[config.mk]
export PLATFORM = sky130hd
export DESIGN_NAME = sd_clock_divider_select
export DESIGN_NICKNAME = d
export VERILOG_FILES = /design/src/rtl/core/sdcd_pkg.sv /design/src/rtl/core/sdcd_search_dp.sv /design/src/rtl/core/sd_clock_divider_select.sv
export SDC_FILE = /design/constraint.sdc
export NUM_CORES = 1
export LEC_CHECK = 0
export ABC_AREA = 1
export BUFFER_PORTS_ARGS = -buffer_cell sky130_fd_sc_hd__buf_2
export CORE_MARGIN = 2
export CORE_UTILIZATION = 40
export CTS_CLUSTER_DIAMETER = 100
export DETAILED_ROUTE_END_ITERATION = 10
export PLACE_DENSITY = 0.56
export SYNTH_ARGS = -nofsm -noshare
export SYNTH_HDL_FRONTEND = slang
export SYNTH_SLANG_ARGS = --single-unit
export TNS_END_PERCENT = 30
[constraint.sdc]
create_clock -name clock -period 12.12 [get_ports clock]
set_input_delay 0.606 -clock clock [delete_from_list [all_inputs] [get_ports clock]]
set_output_delay 0.606 -clock clock [all_outputs]
set_load 0.005 [all_outputs]
[src/rtl/core/sdcd_pkg.sv]
package sdcd_pkg;

   // Field widths
   localparam int unsigned HZ_W      = 28;
   localparam int unsigned PCODE_W   = 8;
   localparam int unsigned DCODE_W   = 4;
   localparam int unsigned FIELD_W   = 16;

   // (target + 1) scaled by the prescaler: up to 2^28 * 256
   localparam int unsigned BASE_W    = 37;
   // base scaled by the divisor or by sixteen: up to 2^36 * 16
   localparam int unsigned ACC_W     = 41;
   localparam int unsigned PRE_LOG_W = 4;

   localparam logic [PRE_LOG_W-1:0] PRE_LOG_MAX = 4'd8;
   localparam logic [DCODE_W-1:0]   DCODE_MAX   = 4'd15;
   localparam logic [HZ_W-1:0]      SRC_RESET   = 28'd200000000;

   // Sequencer to datapath
   typedef struct packed {
      logic load;
      logic pre_step;
      logic div_start;
      logic div_step;
      logic div_phase;
   } ctrl_type;

   // Datapath to sequencer
   typedef struct packed {
      logic                 pre_more;
      logic                 div_more;
      logic [PCODE_W-1:0]   pcode;
      logic [DCODE_W-1:0]   dcode;
   } status_type;

endpackage

[src/rtl/core/sdcd_search_dp.sv]
module sdcd_search_dp (
   input  logic                              clock,
   input  sdcd_pkg::ctrl_type                ctrl,
   input  logic [sdcd_pkg::HZ_W-1:0]         src_hz,
   input  logic [sdcd_pkg::HZ_W-1:0]         target_hz,
   output sdcd_pkg::status_type              status
);

   logic [sdcd_pkg::BASE_W-1:0]    base_ff, base_in;
   logic [sdcd_pkg::ACC_W-1:0]     acc_ff, acc_in;
   logic [sdcd_pkg::PRE_LOG_W-1:0] pre_log_ff, pre_log_in;
   logic [sdcd_pkg::DCODE_W-1:0]   dcode_ff, dcode_in;

   logic [sdcd_pkg::ACC_W-1:0]     base_ext;
   logic [sdcd_pkg::ACC_W-1:0]     cmp_op;
   logic [sdcd_pkg::ACC_W-1:0]     add_a;
   logic [sdcd_pkg::ACC_W-1:0]     sum;
   logic [sdcd_pkg::ACC_W-1:0]     src_ext;
   logic                           hit;

   assign base_ext = {{(sdcd_pkg::ACC_W-sdcd_pkg::BASE_W){1'b0}}, base_ff};
   assign src_ext  = {{(sdcd_pkg::ACC_W-sdcd_pkg::HZ_W){1'b0}}, src_hz};

   // Shared unit: one compare against the source rate and one adder.
   // floor(src / m) > target holds exactly when src >= (target + 1) * m.
   assign cmp_op = ctrl.div_phase ? acc_ff : {base_ff, 4'b0000};
   assign hit    = src_ext >= cmp_op;
   assign add_a  = ctrl.div_phase ? acc_ff : base_ext;
   assign sum    = add_a + base_ext;

   assign status.pre_more = hit && (pre_log_ff != sdcd_pkg::PRE_LOG_MAX);
   assign status.div_more = hit && (dcode_ff != sdcd_pkg::DCODE_MAX);
   assign status.dcode    = dcode_ff;
   assign status.pcode    = (pre_log_ff == '0) ? '0 :
      sdcd_pkg::PCODE_W'(1) << (pre_log_ff - sdcd_pkg::PRE_LOG_W'(1));

   // Next values of the search registers
   always_comb begin
      base_in    = base_ff;
      acc_in     = acc_ff;
      pre_log_in = pre_log_ff;
      dcode_in   = dcode_ff;
      if (ctrl.load) begin
         base_in    = {{(sdcd_pkg::BASE_W-sdcd_pkg::HZ_W){1'b0}}, target_hz}
                      + sdcd_pkg::BASE_W'(1);
         pre_log_in = '0;
         dcode_in   = '0;
      end else if (ctrl.pre_step) begin
         // double the prescaler
         base_in    = sum[sdcd_pkg::BASE_W-1:0];
         pre_log_in = pre_log_ff + sdcd_pkg::PRE_LOG_W'(1);
      end else if (ctrl.div_start) begin
         acc_in     = base_ext;
         dcode_in   = '0;
      end else if (ctrl.div_step) begin
         // advance the divisor by one
         acc_in     = sum;
         dcode_in   = dcode_ff + sdcd_pkg::DCODE_W'(1);
      end
   end

   always_ff @(posedge clock) begin
      base_ff    <= base_in;
      acc_ff     <= acc_in;
      pre_log_ff <= pre_log_in;
      dcode_ff   <= dcode_in;
   end

endmodule

[src/rtl/core/sd_clock_divider_select.sv]
// Card clock prescaler and divisor selection.
// Configuration: csr_wr_en with csr_wr_data sets the source clock rate in
// hertz; reset loads 200 MHz. Write it only while no request is in flight.
// Request channel: req_valid with req_target_clock_hz; a transfer happens on
// a clock edge with req_valid high and req_stall low. req_stall is high from
// the transfer until the search has finished and its result is registered.
// Response channel: rsp_valid with prescaler code, divisor code and packed
// clock field; a transfer happens with rsp_valid high and rsp_stall low.
// The search doubles the prescaler one step per cycle, then steps the
// divisor one per cycle, all on one shared compare and add unit, and
// then writes the result to the output register. One request is worked
// on at a time; a new one is taken only once the last result is registered.
// While the receiver stalls the result waits in the output register and a
// new request may be taken and searched; it then waits until the output
// register is free. Synchronous reset empties the pipeline and drops any
// pending result.
module sd_clock_divider_select (
   input  logic                             clock,
   input  logic                             reset,
   input  logic                             csr_wr_en,
   input  logic [sdcd_pkg::HZ_W-1:0]        csr_wr_data,
   input  logic                             req_valid,
   output logic                             req_stall,
   input  logic [sdcd_pkg::HZ_W-1:0]        req_target_clock_hz,
   output logic                             rsp_valid,
   input  logic                             rsp_stall,
   output logic [sdcd_pkg::PCODE_W-1:0]     rsp_prescaler_code,
   output logic [sdcd_pkg::DCODE_W-1:0]     rsp_divisor_code,
   output logic [sdcd_pkg::FIELD_W-1:0]     rsp_clock_field
);

   typedef enum logic [3:0] {
      S_IDLE = 4'b0001,
      S_PRE  = 4'b0010,
      S_DIV  = 4'b0100,
      S_OUT  = 4'b1000
   } state_type;

   state_type                     state_ff, state_in;
   logic [sdcd_pkg::HZ_W-1:0]     src_ff, src_in;
   logic [sdcd_pkg::HZ_W-1:0]     target_ff, target_in;
   logic                          rsp_valid_ff, rsp_valid_in;
   logic [sdcd_pkg::PCODE_W-1:0]  pcode_ff, pcode_in;
   logic [sdcd_pkg::DCODE_W-1:0]  dcode_ff, dcode_in;

   sdcd_pkg::ctrl_type            ctrl;
   sdcd_pkg::status_type          status;
   logic                          req_xfer;
   logic                          out_free;
   logic                          out_load;

   assign req_xfer = req_valid && !req_stall;
   assign out_free = !rsp_valid_ff || !rsp_stall;
   assign out_load = (state_ff == S_OUT) && out_free;

   assign req_stall          = (state_ff != S_IDLE);
   assign rsp_valid          = rsp_valid_ff;
   assign rsp_prescaler_code = pcode_ff;
   assign rsp_divisor_code   = dcode_ff;
   assign rsp_clock_field    = {pcode_ff, dcode_ff, 4'b0000};

   // Sequencer
   always_comb begin
      state_in       = state_ff;
      ctrl.load      = 1'b0;
      ctrl.pre_step  = 1'b0;
      ctrl.div_start = 1'b0;
      ctrl.div_step  = 1'b0;
      ctrl.div_phase = (state_ff == S_DIV);
      case (state_ff)
         S_IDLE: begin
            if (req_xfer) begin
               ctrl.load = 1'b1;
               state_in  = S_PRE;
            end
         end
         S_PRE: begin
            if (status.pre_more) begin
               ctrl.pre_step = 1'b1;
            end else begin
               ctrl.div_start = 1'b1;
               state_in       = S_DIV;
            end
         end
         S_DIV: begin
            if (status.div_more) begin
               ctrl.div_step = 1'b1;
            end else begin
               state_in = S_OUT;
            end
         end
         S_OUT: begin
            if (out_free) begin
               state_in = S_IDLE;
            end
         end
         default: begin
            state_in = S_IDLE;
         end
      endcase
   end

   // Configuration, captured request and output register
   always_comb begin
      src_in       = csr_wr_en ? csr_wr_data : src_ff;
      target_in    = req_xfer ? req_target_clock_hz : target_ff;
      rsp_valid_in = rsp_valid_ff;
      pcode_in     = pcode_ff;
      dcode_in     = dcode_ff;
      if (rsp_valid_ff && !rsp_stall) begin
         rsp_valid_in = 1'b0;
      end
      if (out_load) begin
         rsp_valid_in = 1'b1;
         pcode_in     = status.pcode;
         dcode_in     = status.dcode;
      end
   end

   always_ff @(posedge clock) begin
      if (reset) begin
         state_ff     <= S_IDLE;
         src_ff       <= sdcd_pkg::SRC_RESET;
         rsp_valid_ff <= 1'b0;
      end else begin
         state_ff     <= state_in;
         src_ff       <= src_in;
         rsp_valid_ff <= rsp_valid_in;
      end
      target_ff <= target_in;
      pcode_ff  <= pcode_in;
      dcode_ff  <= dcode_in;
   end

   sdcd_search_dp u_search_dp (
      .clock     (clock),
      .ctrl      (ctrl),
      .src_hz    (src_ff),
      .target_hz (req_xfer ? req_target_clock_hz : target_ff),
      .status    (status)
   );

   // Prescaler code is zero or a single power of two
   a_pcode_pow2: assert property (@(posedge clock) disable iff (reset)
      rsp_valid |-> $onehot0(rsp_prescaler_code))
      else $error("prescaler code is not a power of two");

   // Divisor search never wraps its counter
   a_div_no_wrap: assert property (@(posedge clock) disable iff (reset)
      (state_ff == S_DIV && ctrl.div_step) |=> (status.dcode != '0))
      else $error("divisor code wrapped");

   // Leaving the prescaler search always enters the divisor search
   a_pre_to_div: assert property (@(posedge clock) disable iff (reset)
      (state_ff == S_PRE && !status.pre_more) |=> (state_ff == S_DIV))
      else $error("prescaler search did not hand over to divisor search");

   // A result is only loaded into a free output register
   a_no_overwrite: assert property (@(posedge clock) disable iff (reset)
      out_load |-> (!rsp_valid_ff || !rsp_stall))
      else $error("pending result overwritten");

endmodule

After elaboration in Yosys (flattened, before gate mapping)

Cells that the tools add are included.

$add $sub $neg: 5
Order comparisons: 1
Eq/ne operators: 11
Shift operators: 1
Mux-type cells: 23
Bitwise gates (word level): 2
Reduce and logical (&&, ||, !) cells: 16

Operators by type and width:

| kind                                                   | count |
|---|---|
| two-way mux 41 bit                                     | 3 |
| two-way mux 37 bit                                     | 3 |
| adder 41 x 37 -> 41 bit                                | 1 |
| greater-or-equal comparator 28 x 41 -> 1 bit           | 1 |
| adder 28 x 1 -> 29 bit (second input constant)         | 1 |
| two-way mux 28 bit                                     | 1 |
| two-way mux 4 bit                                      | 6 |
| one-hot mux 4 bit (4 select lines)                     | 1 |
| adder 4 x 1 -> 4 bit (second input constant)           | 2 |
| two-way mux 1 bit                                      | 8 |
| inequality test 2 bit (second input constant)          | 4 |
| inequality test 4 bit (second input constant)          | 2 |
| << shifter 1 x 4 -> 8 bit (first input constant)       | 1 |
| nonzero test 2 bit                                     | 3 |
| logical AND 1 bit                                      | 5 |
| equality test 4 x 1 -> 1 bit (second input constant)   | 1 |
| equality test 4 x 2 -> 1 bit (second input constant)   | 1 |
| equality test 4 x 3 -> 1 bit (second input constant)   | 1 |
| equality test 4 bit (second input constant)            | 1 |
| zero test 4 bit                                        | 1 |
| inequality test 4 x 1 -> 1 bit (second input constant) | 1 |
| AND reduction 4 bit                                    | 1 |
| subtractor 4 x 1 -> 4 bit (second input constant)      | 1 |
| zero test 1 bit                                        | 3 |
| 5 further kinds                                        | 6 |

Bits in registers: 159
Output and inout bits: 30
Word-level logic and storage cells: 70

Logic depth before layout (Yosys ltp)

Gate-level depths: netlist of run 1.

Word-level depth: 8
Gate-level depth with buffers: 27

Cells and area by module

A second synthesis of run 1 with hierarchy kept.

Cell total of the unflattened synthesis: 1690
Area total of the unflattened synthesis: 11518.5 um2

Modules (own cells, without submodules):

| module                  | times used | cells each | area each (um2) | seq. area each (um2) |
|---|---|---|---|---|
| sdcd_search_dp          | 1          | 1375       | 8869.8          | 2502.4 |
| sd_clock_divider_select | 1          | 315        | 2648.8          | 1581.5 |

Worst setup path after synthesis of run 1

Ideal clock, no wire load.

Path type: reg-to-reg
Start: register state_ff[2]
End: register u_search_dp.acc_ff[0] (netlist bit), enable pin
Setup time: 0.543 ns
Arrival time: 3.377 ns
Data required time: 11.577 ns
Slack: 8.199 ns
Stages on the path, launching flop included: 26
Clock period less this slack: 3.921 ns
Cell sequence: dfxtp_1 inv_2 nor2_4 nand2_4 buf_6 inv_1 clkbuf_1 clkbuf_1 nand2_1 ha_1 nand2_1 nor2_1 nand2_1 nor2_1 nand2_1 nand2_1 nand2_1 inv_1 nand2_1 nand2_1 inv_2 nand2_2 nand2_4 nand2_4 buf_6 nand2_1

Longest elaborated chain between the ends: 8

RTL lines:

| what                                                             | line                                                         | source |
|---|---|---|
| start, declared                                                  | sd_clock_divider_select.sv:39                                | `state_type state_ff, state_in;` |
| start signal, assigned                                           | sd_clock_divider_select.sv:126                               | `state_ff <= state_in;` |
| equality test 4 x 3 -> 1 bit                                     | sd_clock_divider_select.sv:69, sd_clock_divider_select.sv:70 |  |
| two-way mux 41 bit                                               | sdcd_search_dp.sv:26                                         | `assign cmp_op = ctrl.div_phase ? acc_ff : {base_ff, 4'b0000};` |
| greater-or-equal comparator 28 x 41 -> 1 bit                     | sdcd_search_dp.sv:27                                         | `assign hit = src_ext >= cmp_op;` |
| logical AND 1 bit, on equally long branches                      | sdcd_search_dp.sv:32, sdcd_search_dp.sv:31                   |  |
| two-way mux 1 bit, on equally long branches                      | sd_clock_divider_select.sv:86, sd_clock_divider_select.sv:78 |  |
| two-way mux 1 bit or two-way mux 2 bit (tied branches)           | sd_clock_divider_select.sv:70                                | `case (state_ff)` |
| nonzero test 2 bit (no source line) or NOT 1 bit (tied branches) | n/a                                                          |  |
| AND reduction 3 bit (no source line) (*)                         | n/a                                                          |  |
| end signal, assigned                                             | sdcd_search_dp.sv:64                                         | `acc_ff <= acc_in;` |
| end, declared                                                    | sdcd_search_dp.sv:10                                         | `logic [sdcd_pkg::ACC_W-1:0] acc_ff, acc_in;` |

Mark *: on every way between the ends. The rest lies on a longest branch, timed or not.
A chain may end at the register's enable or synchronous reset.

Worst setup path after layout of run 1

Start: register state_ff[0]
End: register u_search_dp.acc_ff[15] (netlist bit), enable pin

The elaborated chain is that of the path after synthesis.

==> results of run 1 <==
==> placed cells by master (no fill, tap or decap), drive strengths merged, types with 11 or more instances in the layout <==
cell type  netlist  layout
ha              71      71
xor2            39      39
nand2          423     423
nor2           189     189
xnor2           21      21
dfxtp           69      69
a21oi           80      80
edfxtp          90      90
o21ai          119     119
inv            163     169
clkbuf          24      18
nand4           11      11
nor3            19      19
a31oi           15      15
buf             35      88
nand3           77      77
o21a            17      17
==> routing by layer <==
layer | vias to the layer above | global-route usage | share of wire | wire (µm)
li1 | 5084 | - | - | -
met1 | 4457 | 0.325 | 0.49 | 15700
met2 | 297 | 0.367 | 0.44 | 14200
met3 | 28 | 0.0316 | 0.056 | 1820
met4 | 0 | 0.0580 | 0.016 | 522
met5 | - | 0 | 0 | 0
==> report_power, final <==
part | internal [µW] | total, µW | switching (µW)
sequential | 838 | 941 | 103
clock | 332 | 604 | 272
combinational | 729 | 2210 | 1480
==> registers in the layout, indices dropped and copies added, names as in the netlist, 4 cells and up <==
| signal | count |
|---|---|
| rsp_divisor_code | 4 |
| state_ff | 4 |
| u_search_dp.pre_log_ff | 4 |
| u_search_dp.acc_ff | 41 |
| u_search_dp.dcode_ff | 4 |
| rsp_prescaler_code | 8 |
| src_ff | 28 |
| target_ff | 28 |
| u_search_dp.base_ff | 37 |
==> path summary, 6_finish.rpt <==
path | end | cells past startpoint
setup / recovery | u_search_dp.acc_ff[15] | 21
hold reg to reg | target_ff[18] | 2
setup reg to reg | u_search_dp.acc_ff[15] | 21
hold / removal | src_ff[25] | 3
==> metrics by stage <==
stage	worst slack [ns]	power, µW	hold slack [ns]	area (µm²)
3_5_place_dp	6.13	3110	0.456	11600
5_1_grt	5.45	4060	0.380	12300
2_1_floorplan	8.20	2460	0.431	11100
3_3_place_gp	6.28	3110	0.453	11600
4_1_cts	6.11	3730	0.354	12300
6_report	6.13	3760	0.375	12300
==> final cells by class <==
class	count	area share
Sequential cell	159	0.332
Tap cell	372	0.0378
Timing Repair Buffer	88	0.0362
Multi-Input combinational cell	1140	0.490
Inverter	163	0.0499
Clock buffer	18	0.0366
Clock inverter	14	0.0172
==> critical path, stage by stage (launching register included) <==
cell and delay [ns]:
dfxtp_1 0.32, nor2_1 0.61, nand2_4 0.55, inv_1 0.85
or2_2 0.25, o21ai_0 0.09, ha_1 0.33, nand2_1 0.06
nor2_1 0.17, nand2_1 0.08, nor2_1 0.09, nand2_1 0.06
nand2_1 0.05, nand2_1 0.05, inv_1 0.05, nand2_1 0.04
nand2_1 0.08, inv_2 0.03, nand2_2 0.10, nand2_4 0.16
nand2_4 0.56, nand2_2 0.78
==> logic make-up after synthesis <==
family          after synthesis
compound gates              265
other cells                   1
buf+inv                     222
xor+xnor                     60
simple gates                739
flops                       159
fa+ha+maj                    72
==> run_results.csv, run 1 <==
group,metric,value,unit
detailed_routing,first_pass_iters,5,
synthesis,yosysTopAreaCell,"edfxtp_1",
critical_path,r2r-start,"state_ff[0]",
synthesis,synth_compound_area_frac,0.134,
clock_network,clock-root-buffer,"clkbuf_16",
detailed_routing,avgRoutedWirePerCell,16.5,µm
critical_path,startpoint,"state_ff[0]",
sta,rsz0062_at_grt,"false",
floorplan,dieArea,29000,µm²
synthesis,ys_types,45,
synthesis,synth_seq_cells,159,
detailed_routing,vias,9866,
sta,hold_violations,0,
job,cap_violations,0,
synthesis,synth-edff-count,90,
global_route,overflow,0,
detailed_routing,viasPerCell,5.05,
global_route,grt_usage,0.229,
clock_network,htree_levels,4,
critical_path,worstSetupStartpointType,"register",
critical_path,critPathRequiredTime,12.07,ns
final_layout,multi_input_area,6030,µm²
sta,tightestPinTransition,1.09,ns
synthesis,synthFlopType,"edfxtp_1",
final_layout,regArea,4080,µm²
pwr,total_leakage_power,0.00552,µW
placement,placement.io_buffers,86,
synthesis,synth_top_family_by_area,"simple AND/OR/NAND/NOR gates",
floorplan,start_util,0.409,
synthesis,synthTopCellsByCount,"nand2_1 (411), nor2_1 (181), inv_1 (160)",
clock_network,cts_tree,"done",
clock_network,cts_buffers,17,
detailed_routing,postRouteAntennaNets,0,
sta,setup_tns,0,ns
sta,drv_slew,0,
clock_network,worstSkewPairLatency,0.45,ns
clock_network,cts_setup_buffers,0,
sta,max_slew_margin,0.275,
floorplan,fp.dieW,170,µm
synthesis,synth_fa_ha_area_frac,0.0820,
clock_network,clkSinkCount,159,
synthesis,synth_mux_area_frac,0,
final_layout,num_antenna_cells,0,
critical_path,endpoint_kind,"register",
critical_path,path_max_fanout,80,
sta,period_needed,5.99,ns
clock_network,clkTransAtPathRegs,0.08,ns
synthesis,yosys_warnings,0,
clock_network,cts.repair.resized,0,
detailed_routing,routed_wl,32.2,mm
global_route,antenna_found_initial,0,
final_layout,drive_above_1_share,0.102,
global_route,grt_first_pass_wirelength,50.9,mm
sta,finalCritPeriodShare,0.494,
pwr,vdd_drop_max,0.104,mV
floorplan,ioPinCount,91,
synthesis,yosysTopAreaCellShare,0.244,
critical_path,reg2reg_slack,6.13,ns
global_route,grt_max_degree,81,
placement,gp_congestion,0.943,
final_layout,areaGrowthSynthToFinish,11.1,%
final_layout,fillers,2812,
synthesis,netlist_area,11100,µm²
final_layout,fin_nets,1702,
placement,dp_cells,1922,
pwr,powerDensity,305,nW/µm²
sta,setup_viol,0,
floorplan,chipHeight,170,µm
synthesis,synthXorXnorAreaFrac,0.0474,
detailed_routing,drc,0,
sta,max_freq,167,MHz
global_route,grt_pass1_vias,9555,
synthesis,async_reset_ff_frac,0,
synthesis,ys_seq_area_frac,0.369,
synthesis,synth_most_common_cell,"nand2_1",
final_layout,stdcell_count,1954,
final_layout,utilization,0.454,
clock_network,hold_buffers,0,
critical_path,critPathArrivalTime,5.94,ns
detailed_routing,drt_iter0_drc,795,
floorplan,num_rows,60,
clock_network,clockBufferDepth,2,
worst_hold_path,hold_path_class,"in2reg",
placement,hpwl,25.2,mm
synthesis,yosys.area_share.simple,0.279,
floorplan,core,27100,µm²
critical_path,criticalPathCategory,"reg2reg",
sta,skew,0.0155,ns
synthesis,synthCells,1518,
status,outcome,"finished, final reports clean",
synthesis,netlist_top_cells_area,"edfxtp_1 (24%), nand2_1 (14%), dfxtp_1 (12%)",
synthesis,postSynthAreaPerCell,7.30,µm²
worst_hold_path,hold_path.startpoint,"csr_wr_data[25]",
(Power assumes the default switching activity.)
==> run 2: changes to the inputs <==
Settings changed: ABC_AREA 1 to 0.
Clock period 12.12 ns to 5.7 ns, I/O delays scaled along.
==> run 2 against run 1 <==
Against the previous run:
- power up 63%
- synthesized area is 5.5% lower
- hold slack got worse by 0.31 ns
- global-route usage decreased by 4.3 points
- wire length decreased by 21%
- final cell count decreased by 21%
- clock power rose by 85%
- via count is 18% lower
- first-iteration DRC count fell by 43%
- register-to-register slack got worse by 5.1 ns
- sequential share of layout area grew 1.5 points
- critical path depth shrank 8
- critical path type unchanged
- largest cell class unchanged
==> run_results.csv, run 2 <==
group,metric,value,unit
status,outcome,"finished, final reports clean",
synthesis,async_reset_ff_frac,0,
detailed_routing,routed_wl,25.4,mm
critical_path,path_max_fanout,37,
pwr,p_seq_frac,0.286,
detailed_routing,first_pass_iters,5,
sta,drv_slew,0,
detailed_routing,postRouteAntennaNets,0,
clock_network,cts.repair.resized,0,
critical_path,cp_cell_sequence,"nor2_1, nand3b_1, nand2_1, a21boi_0, ha_1, nand4_1, or2_1, o31ai_1, o221ai_1, nand3b_1, a31o_2, buf_4, mux2_2",
pwr,vdd_drop_max,0.244,mV
final_layout,drive_above_1_share,0.170,
clock_network,cts_setup_buffers,0,
pwr,p_sw_frac,0.400,
critical_path,endpoint,"u_search_dp.acc_ff[25]",
clock_network,worstSkewPairLatency,0.43,ns
detailed_routing,drt_iter0_drc,451,
synthesis,synth_fa_ha_area_frac,0.0868,
critical_path,r2r_cells,13,
placement,pre_cts_slack,1.04,ns
global_route,grt_usage,0.186,
sta,period_needed,4.69,ns
sta,hold_violations,0,
synthesis,yosys_warnings,0,
clock_network,htree_levels,4,
synthesis,ys_seq_area_frac,0.386,
detailed_routing,avgRoutedWirePerCell,16.4,µm
clock_network,clkSinkCount,157,
placement,gp_congestion,0.911,
floorplan,chipHeight,166,µm
critical_path,crit_buf_inv,1,
final_layout,reg_top3,"u_search_dp.acc_ff (41), u_search_dp.base_ff (37), src_ff (28)",
synthesis,synth_seq_cells,157,
sta,setup_ws,1.01,ns
sta,skew,0.0135,ns
critical_path,cp.depth,13,
synthesis,synth-edff-count,90,
sta,setup_tns,0,ns
final_layout,largest_reg_flops,41,
clock_network,clockBufferDepth,2,
critical_path,r2r-start,"state_ff[3]",
final_layout,num_antenna_cells,0,
synthesis,synthXorXnorAreaFrac,0.0502,
critical_path,reg2reg_slack,1.01,ns
global_route,overflow,0,
final_layout,final_common_cell,"nand2_1",
synthesis,netlist_top_cells_area,"edfxtp_1 (26%), dfxtp_1 (13%), nand2_1 (8.7%)",
synthesis,yosys.area_share.simple,0.205,
detailed_routing,drc,0,
synthesis,synth_most_common_cell,"nand2_1",
pwr,comb_power_share,0.531,
critical_path,critPathRequiredTime,5.87,ns
clock_network,cts_buffers,17,
synthesis,synth_mux_area_frac,0.0776,
floorplan,core,25900,µm²
pwr,intPower,3670,µW
global_route,grt_pass1_vias,7834,
critical_path,worstSetupStartpointType,"register",
floorplan,num_rows,59,
clock_network,hold_buffers,0,
synthesis,yosysTopAreaCell,"edfxtp_1",
floorplan,ioPinCount,91,
sta,tightestPinTransition,1.03,ns
critical_path,startpoint,"state_ff[3]",
synthesis,synthCells,1142,
critical_path,slowest_delay,0.67,ns
sta,max_freq,213,MHz
synthesis,synth_compound_area_frac,0.151,
clock_network,clock-root-buffer,"clkbuf_16",
worst_hold_path,hold_path_class,"in2reg",
floorplan,fp.dieW,166,µm
job,cap_violations,0,
synthesis,synth_top_family_by_area,"simple AND/OR/NAND/NOR gates",
placement,hpwl,19.6,mm
detailed_routing,vias,8116,
sta,finalCritPeriodShare,0.822,
final_layout,areaGrowthSynthToFinish,11.4,%
final_layout,regMostFlops,"u_search_dp.acc_ff",
synthesis,yosysTopAreaCellShare,0.258,
synthesis,postSynthAreaPerCell,9.17,µm²
critical_path,path_delay_family,"simple AND/OR/NAND/NOR gates",
critical_path,reg2reg_to,"u_search_dp.acc_ff[25]",
clock_network,clkTransAtPathRegs,0.07,ns
pwr,powerDensity,524,nW/µm²
sta,max_slew_margin,0.312,
final_layout,fin_nets,1332,
global_route,antenna_found_initial,0,
pwr,clockPowerShare,0.183,
final_layout,layout_common_cells,"nand2_1 (240), edfxtp_1 (90), buf_2 (86), ha_1 (71)",
clock_network,cts_tree,"done",
critical_path,cp_common_cell,"nand3b_1",
synthesis,synthFlopType,"edfxtp_1",
detailed_routing,viasPerCell,5.25,
critical_path,critPathArrivalTime,4.86,ns
sta,rsz0062_at_grt,"false",
pwr,switching_power,2440,µW
pwr,total_leakage_power,0.00504,µW
critical_path,criticalPathCategory,"reg2reg",
global_route,grt_first_pass_wirelength,41.5,mm
placement,placement.io_buffers,86,
sta,setup_viol,0,
synthesis,ys_types,78,
critical_path,cp_slowest_cell,"nand3b_1",
global_route,grt_max_degree,61,
floorplan,dieArea,27500,µm²
floorplan,start_util,0.404,
synthesis,netlist_area,10500,µm²
synthesis,synthTopCellsByCount,"nand2_1 (242), edfxtp_1 (90), ha_1 (71)",
critical_path,endpoint_kind,"register",
-- run 2: changes by cell type in the layout (fill, tap and decap cells not counted), moves of 23 or more --
cell,before,now
nand2_1,410,240
inv_1,160,29
nor2_1,181,67
o21ai_0,114,39
nand3_1,75,26
mux2i_1,0,32
mux2_4,0,26
a21o_1,9,34
nor2b_1,0,23
-- run 2: cell families after synthesis --
family,count (synthesis)
DFF,157
AOI/OAI and AO/OA,235
adders and majority gates,72
xor gates and xnor gates,60
other,1
buffers and inverters,92
muxes,67
and+or+nand+nor,458
-- run 2: worst min path at each step --
| stage | startpoint | endpoint | slack [ns] | depth (start not counted) |
|---|---|---|---|---|
| floorplan | req_target_clock_hz[10] | target_ff[10] | 0.38 | 2 |
| global placement | target_ff[3] | target_ff[3] | 0.43 | 2 |
| detailed placement | target_ff[9] | target_ff[9] | 0.43 | 2 |
| CTS | csr_wr_data[17] | src_ff[17] | 0.05 | 2 |
| global route | csr_wr_data[9] | src_ff[9] | 0.05 | 2 |
| finish | csr_wr_data[17] | src_ff[17] | 0.06 | 2 |
-- run 2: final cells by class --
type                       count  area, µm²
fill                        2522      14300
multi-input combinational    896       6000
sequential                   157       4040
timing repair buffer          96        505
clock buffer                  17        425
tap                          335        419
clock inverter                15        151
inverter                      31        116
-- run 2: power by group through the flow --
stage	Combinational (µW)	Sequential [µW]	Clock [µW]
2_1_floorplan	2560	1700	0
3_3_place_gp	3180	1770	0
3_5_place_dp	3200	1770	0
4_1_cts	3220	1740	1150
5_1_grt	3590	1760	1200
6_report	3250	1750	1120
-- run 2: stage by stage --
stage / total power, µW / hold slack [ns] / utilization / area, µm² / instances
5_1_grt: 6550 / 0.0544 / 0.450 / 11700 / 1547
6_report: 6110 / 0.0608 / 0.450 / 11700 / 1547
3_3_place_gp: 4950 / 0.427 / 0.428 / 11100 / 1515
4_1_cts: 6110 / 0.0481 / 0.450 / 11700 / 1547
3_5_place_dp: 4960 / 0.433 / 0.428 / 11100 / 1515
2_1_floorplan: 4260 / 0.384 / - / 10500 / 1145
-- run 2: layer usage --
| layer | GRT usage | part of all wire | vias up |
|---|---|---|---|
| met3 | 0.0310 | 0.046 | 15 |
| met5 | 0 | 0 | - |
| met4 | 0.0397 | 0.0094 | 0 |
| met1 | 0.284 | 0.52 | 3738 |
| met2 | 0.276 | 0.42 | 207 |
| li1 | - | - | 4156 |
==> run 3: changes to the inputs <==
Settings changed: PLACE_DENSITY 0.56 to 0.58.
Clock period 5.7 ns to 4.1 ns, I/O delays scaled along.
==> run 3 against run 2 <==
Against the previous run:
- sequential power grew 38%
- final area grew 2.7%
- combinational power grew 42%
- register-to-register slack lost 0.76 ns
- core utilization grew 1.2 points
- critical path type unchanged
- highest routed layer unchanged
==> run_results.csv, run 3 (synthesized netlist as in run 2, its figures left out) <==
group,metric,value,unit
status,outcome,"finished, final reports clean",
pwr,p_sw_frac,0.397,
critical_path,path_max_fanout,25,
clock_network,htree_levels,4,
sta,skew,0.0170,ns
critical_path,endpoint,"u_search_dp.acc_ff[24]",
clock_network,clkSinkCount,157,
sta,period_needed,3.84,ns
critical_path,critPathArrivalTime,4.03,ns
pwr,p_seq_frac,0.280,
clock_network,cts_buffers,17,
critical_path,criticalPathCategory,"reg2reg",
final_layout,drive_above_1_share,0.176,
detailed_routing,avgRoutedWirePerCell,16.7,µm
floorplan,chipHeight,166,µm
critical_path,reg2reg_to,"u_search_dp.acc_ff[24]",
detailed_routing,vias,8318,
detailed_routing,drt_iter0_drc,545,
pwr,clockPowerShare,0.183,
sta,rsz0062_at_grt,"true",
sta,max_freq,260,MHz
final_layout,largest_reg_flops,41,
floorplan,fp.dieW,166,µm
placement,placed_area,11200,µm²
final_layout,areaGrowthSynthToFinish,14.4,%
clock_network,clockBufferDepth,2,
critical_path,startpoint,"state_ff[3]",
pwr,intPower,5190,µW
placement,placement.io_buffers,86,
detailed_routing,first_pass_iters,5,
pwr,comb_power_share,0.537,
worst_hold_path,hold_path_class,"in2reg",
global_route,overflow,0,
clock_network,cts_tree,"done",
final_layout,fin_area,12000,µm²
detailed_routing,drc,0,
sta,max_slew_margin,0.286,
global_route,grt_first_pass_wirelength,42.5,mm
global_route,grt_usage,0.192,
detailed_routing,postRouteAntennaNets,0,
floorplan,core,25900,µm²
pwr,total_power,8610,µW
clock_network,clock-root-buffer,"clkbuf_16",
final_layout,fin_nets,1361,
global_route,grt_pass1_vias,7918,
pwr,vdd_drop_max,0.283,mV
floorplan,ioPinCount,91,
critical_path,reg2reg_slack,0.26,ns
global_route,grt_max_degree,42,
floorplan,dieArea,27500,µm²
critical_path,r2r_cells,15,
floorplan,num_rows,59,
sta,hold_violations,0,
sta,drv_slew,0,
final_layout,final_common_cell,"nand2_1",
critical_path,critPathRequiredTime,4.28,ns
job,cap_violations,0,
pwr,powerDensity,718,nW/µm²
final_layout,fillers,2500,
critical_path,worstSetupStartpointType,"register",
sta,setup_ws,0.256,ns
final_layout,num_antenna_cells,0,
critical_path,r2r-start,"state_ff[3]",
placement,pre_cts_slack,0.132,ns
global_route,antenna_found_initial,0,
clock_network,worstSkewPairLatency,0.44,ns
sta,tightestPinTransition,1.07,ns
clock_network,clkTransAtPathRegs,0.07,ns
final_layout,layout_common_cells,"nand2_1 (240), edfxtp_1 (90), buf_2 (86), ha_1 (71)",
final_layout,regMostFlops,"u_search_dp.acc_ff",
detailed_routing,routed_wl,26.3,mm
placement,hpwl,19.7,mm
pwr,switching_power,3420,µW
sta,finalCritPeriodShare,0.938,
sta,setup_viol,0,
critical_path,endpoint_kind,"register",
placement,gp_congestion,0.914,
floorplan,start_util,0.404,
final_layout,reg_top3,"u_search_dp.acc_ff (41), u_search_dp.base_ff (37), src_ff (28)",
pwr,total_leakage_power,0.00519,µW
detailed_routing,viasPerCell,5.28,
==> run 3: cell type report <==
class / count / area (µm²) / area share
Tap cell: 335 / 419 / 0.0350
Clock inverter: 14 / 140 / 0.0117
Timing Repair Buffer: 125 / 820 / 0.0684
Multi-Input combinational cell: 896 / 6010 / 0.502
Sequential cell: 157 / 4040 / 0.338
Inverter: 31 / 116 / 0.00971
Clock buffer: 18 / 429 / 0.0358
==> run 3: critical path, stage by stage (launching register included) <==
cell	delay (ns)
dfxtp_1	0.37
nor2_1	0.16
nand3b_1	0.18
buf_12	0.22
nand2_1	0.09
a21boi_0	0.38
ha_1	0.33
a21o_1	0.16
a21o_1	0.16
a21oi_1	0.15
o22ai_1	0.10
o221ai_1	0.18
nand3b_1	0.18
a31o_4	0.35
buf_4	0.23
mux2_4	0.32
==> run 3: power by group through the flow <==
stage	sequential, µW	clock (µW)	combinational, µW
CTS	2400	1600	4590
finish	2410	1580	4620
global route	2440	1680	5130
floorplan	2360	0	3560
detailed placement	2440	0	4550
global placement	2440	0	4520
==> run 3: what timing repair did <==
action,in CTS,in global routing
resized for setup,0,2
setup buffers,0,0
hold buffers,17,0
endpoints found under the hold margin,17,0
setup endpoints to repair,0,50
==> run 3: metal layers <==
layer,wire [µm],part of all wire,up-vias,global-route usage
li1,-,-,4201,-
met4,211,0.0080,0,0.0423
met5,0,0,-,0
met2,11200,0.43,208,0.286
met1,13700,0.52,3892,0.292
met3,1240,0.047,17,0.0291
==> run 3: through the flow <==
stage	setup TNS, ns	cells	hold slack [ns]	utilization
floorplan	-3.74	1145	0.304	-
global placement	0	1527	0.411	0.433
detailed placement	0	1527	0.414	0.433
CTS	0	1576	0.000192	0.462
global route	-0.00627	1576	0.00331	0.462
finish	0	1576	0.0107	0.462
==> run 3: worst min path at each step <==
stage / startpoint / end / slack [ns] / cells after the start
final: csr_wr_data[7] / src_ff[7] / 0.01 / 3
after global routing: csr_wr_data[13] / src_ff[13] / 0.003 / 3
after CTS: req_target_clock_hz[12] / target_ff[12] / 0.0002 / 3
after detailed placement: csr_wr_data[27] / src_ff[27] / 0.41 / 2
after global placement: csr_wr_data[27] / src_ff[27] / 0.41 / 2
after floorplan: req_target_clock_hz[10] / target_ff[10] / 0.30 / 2
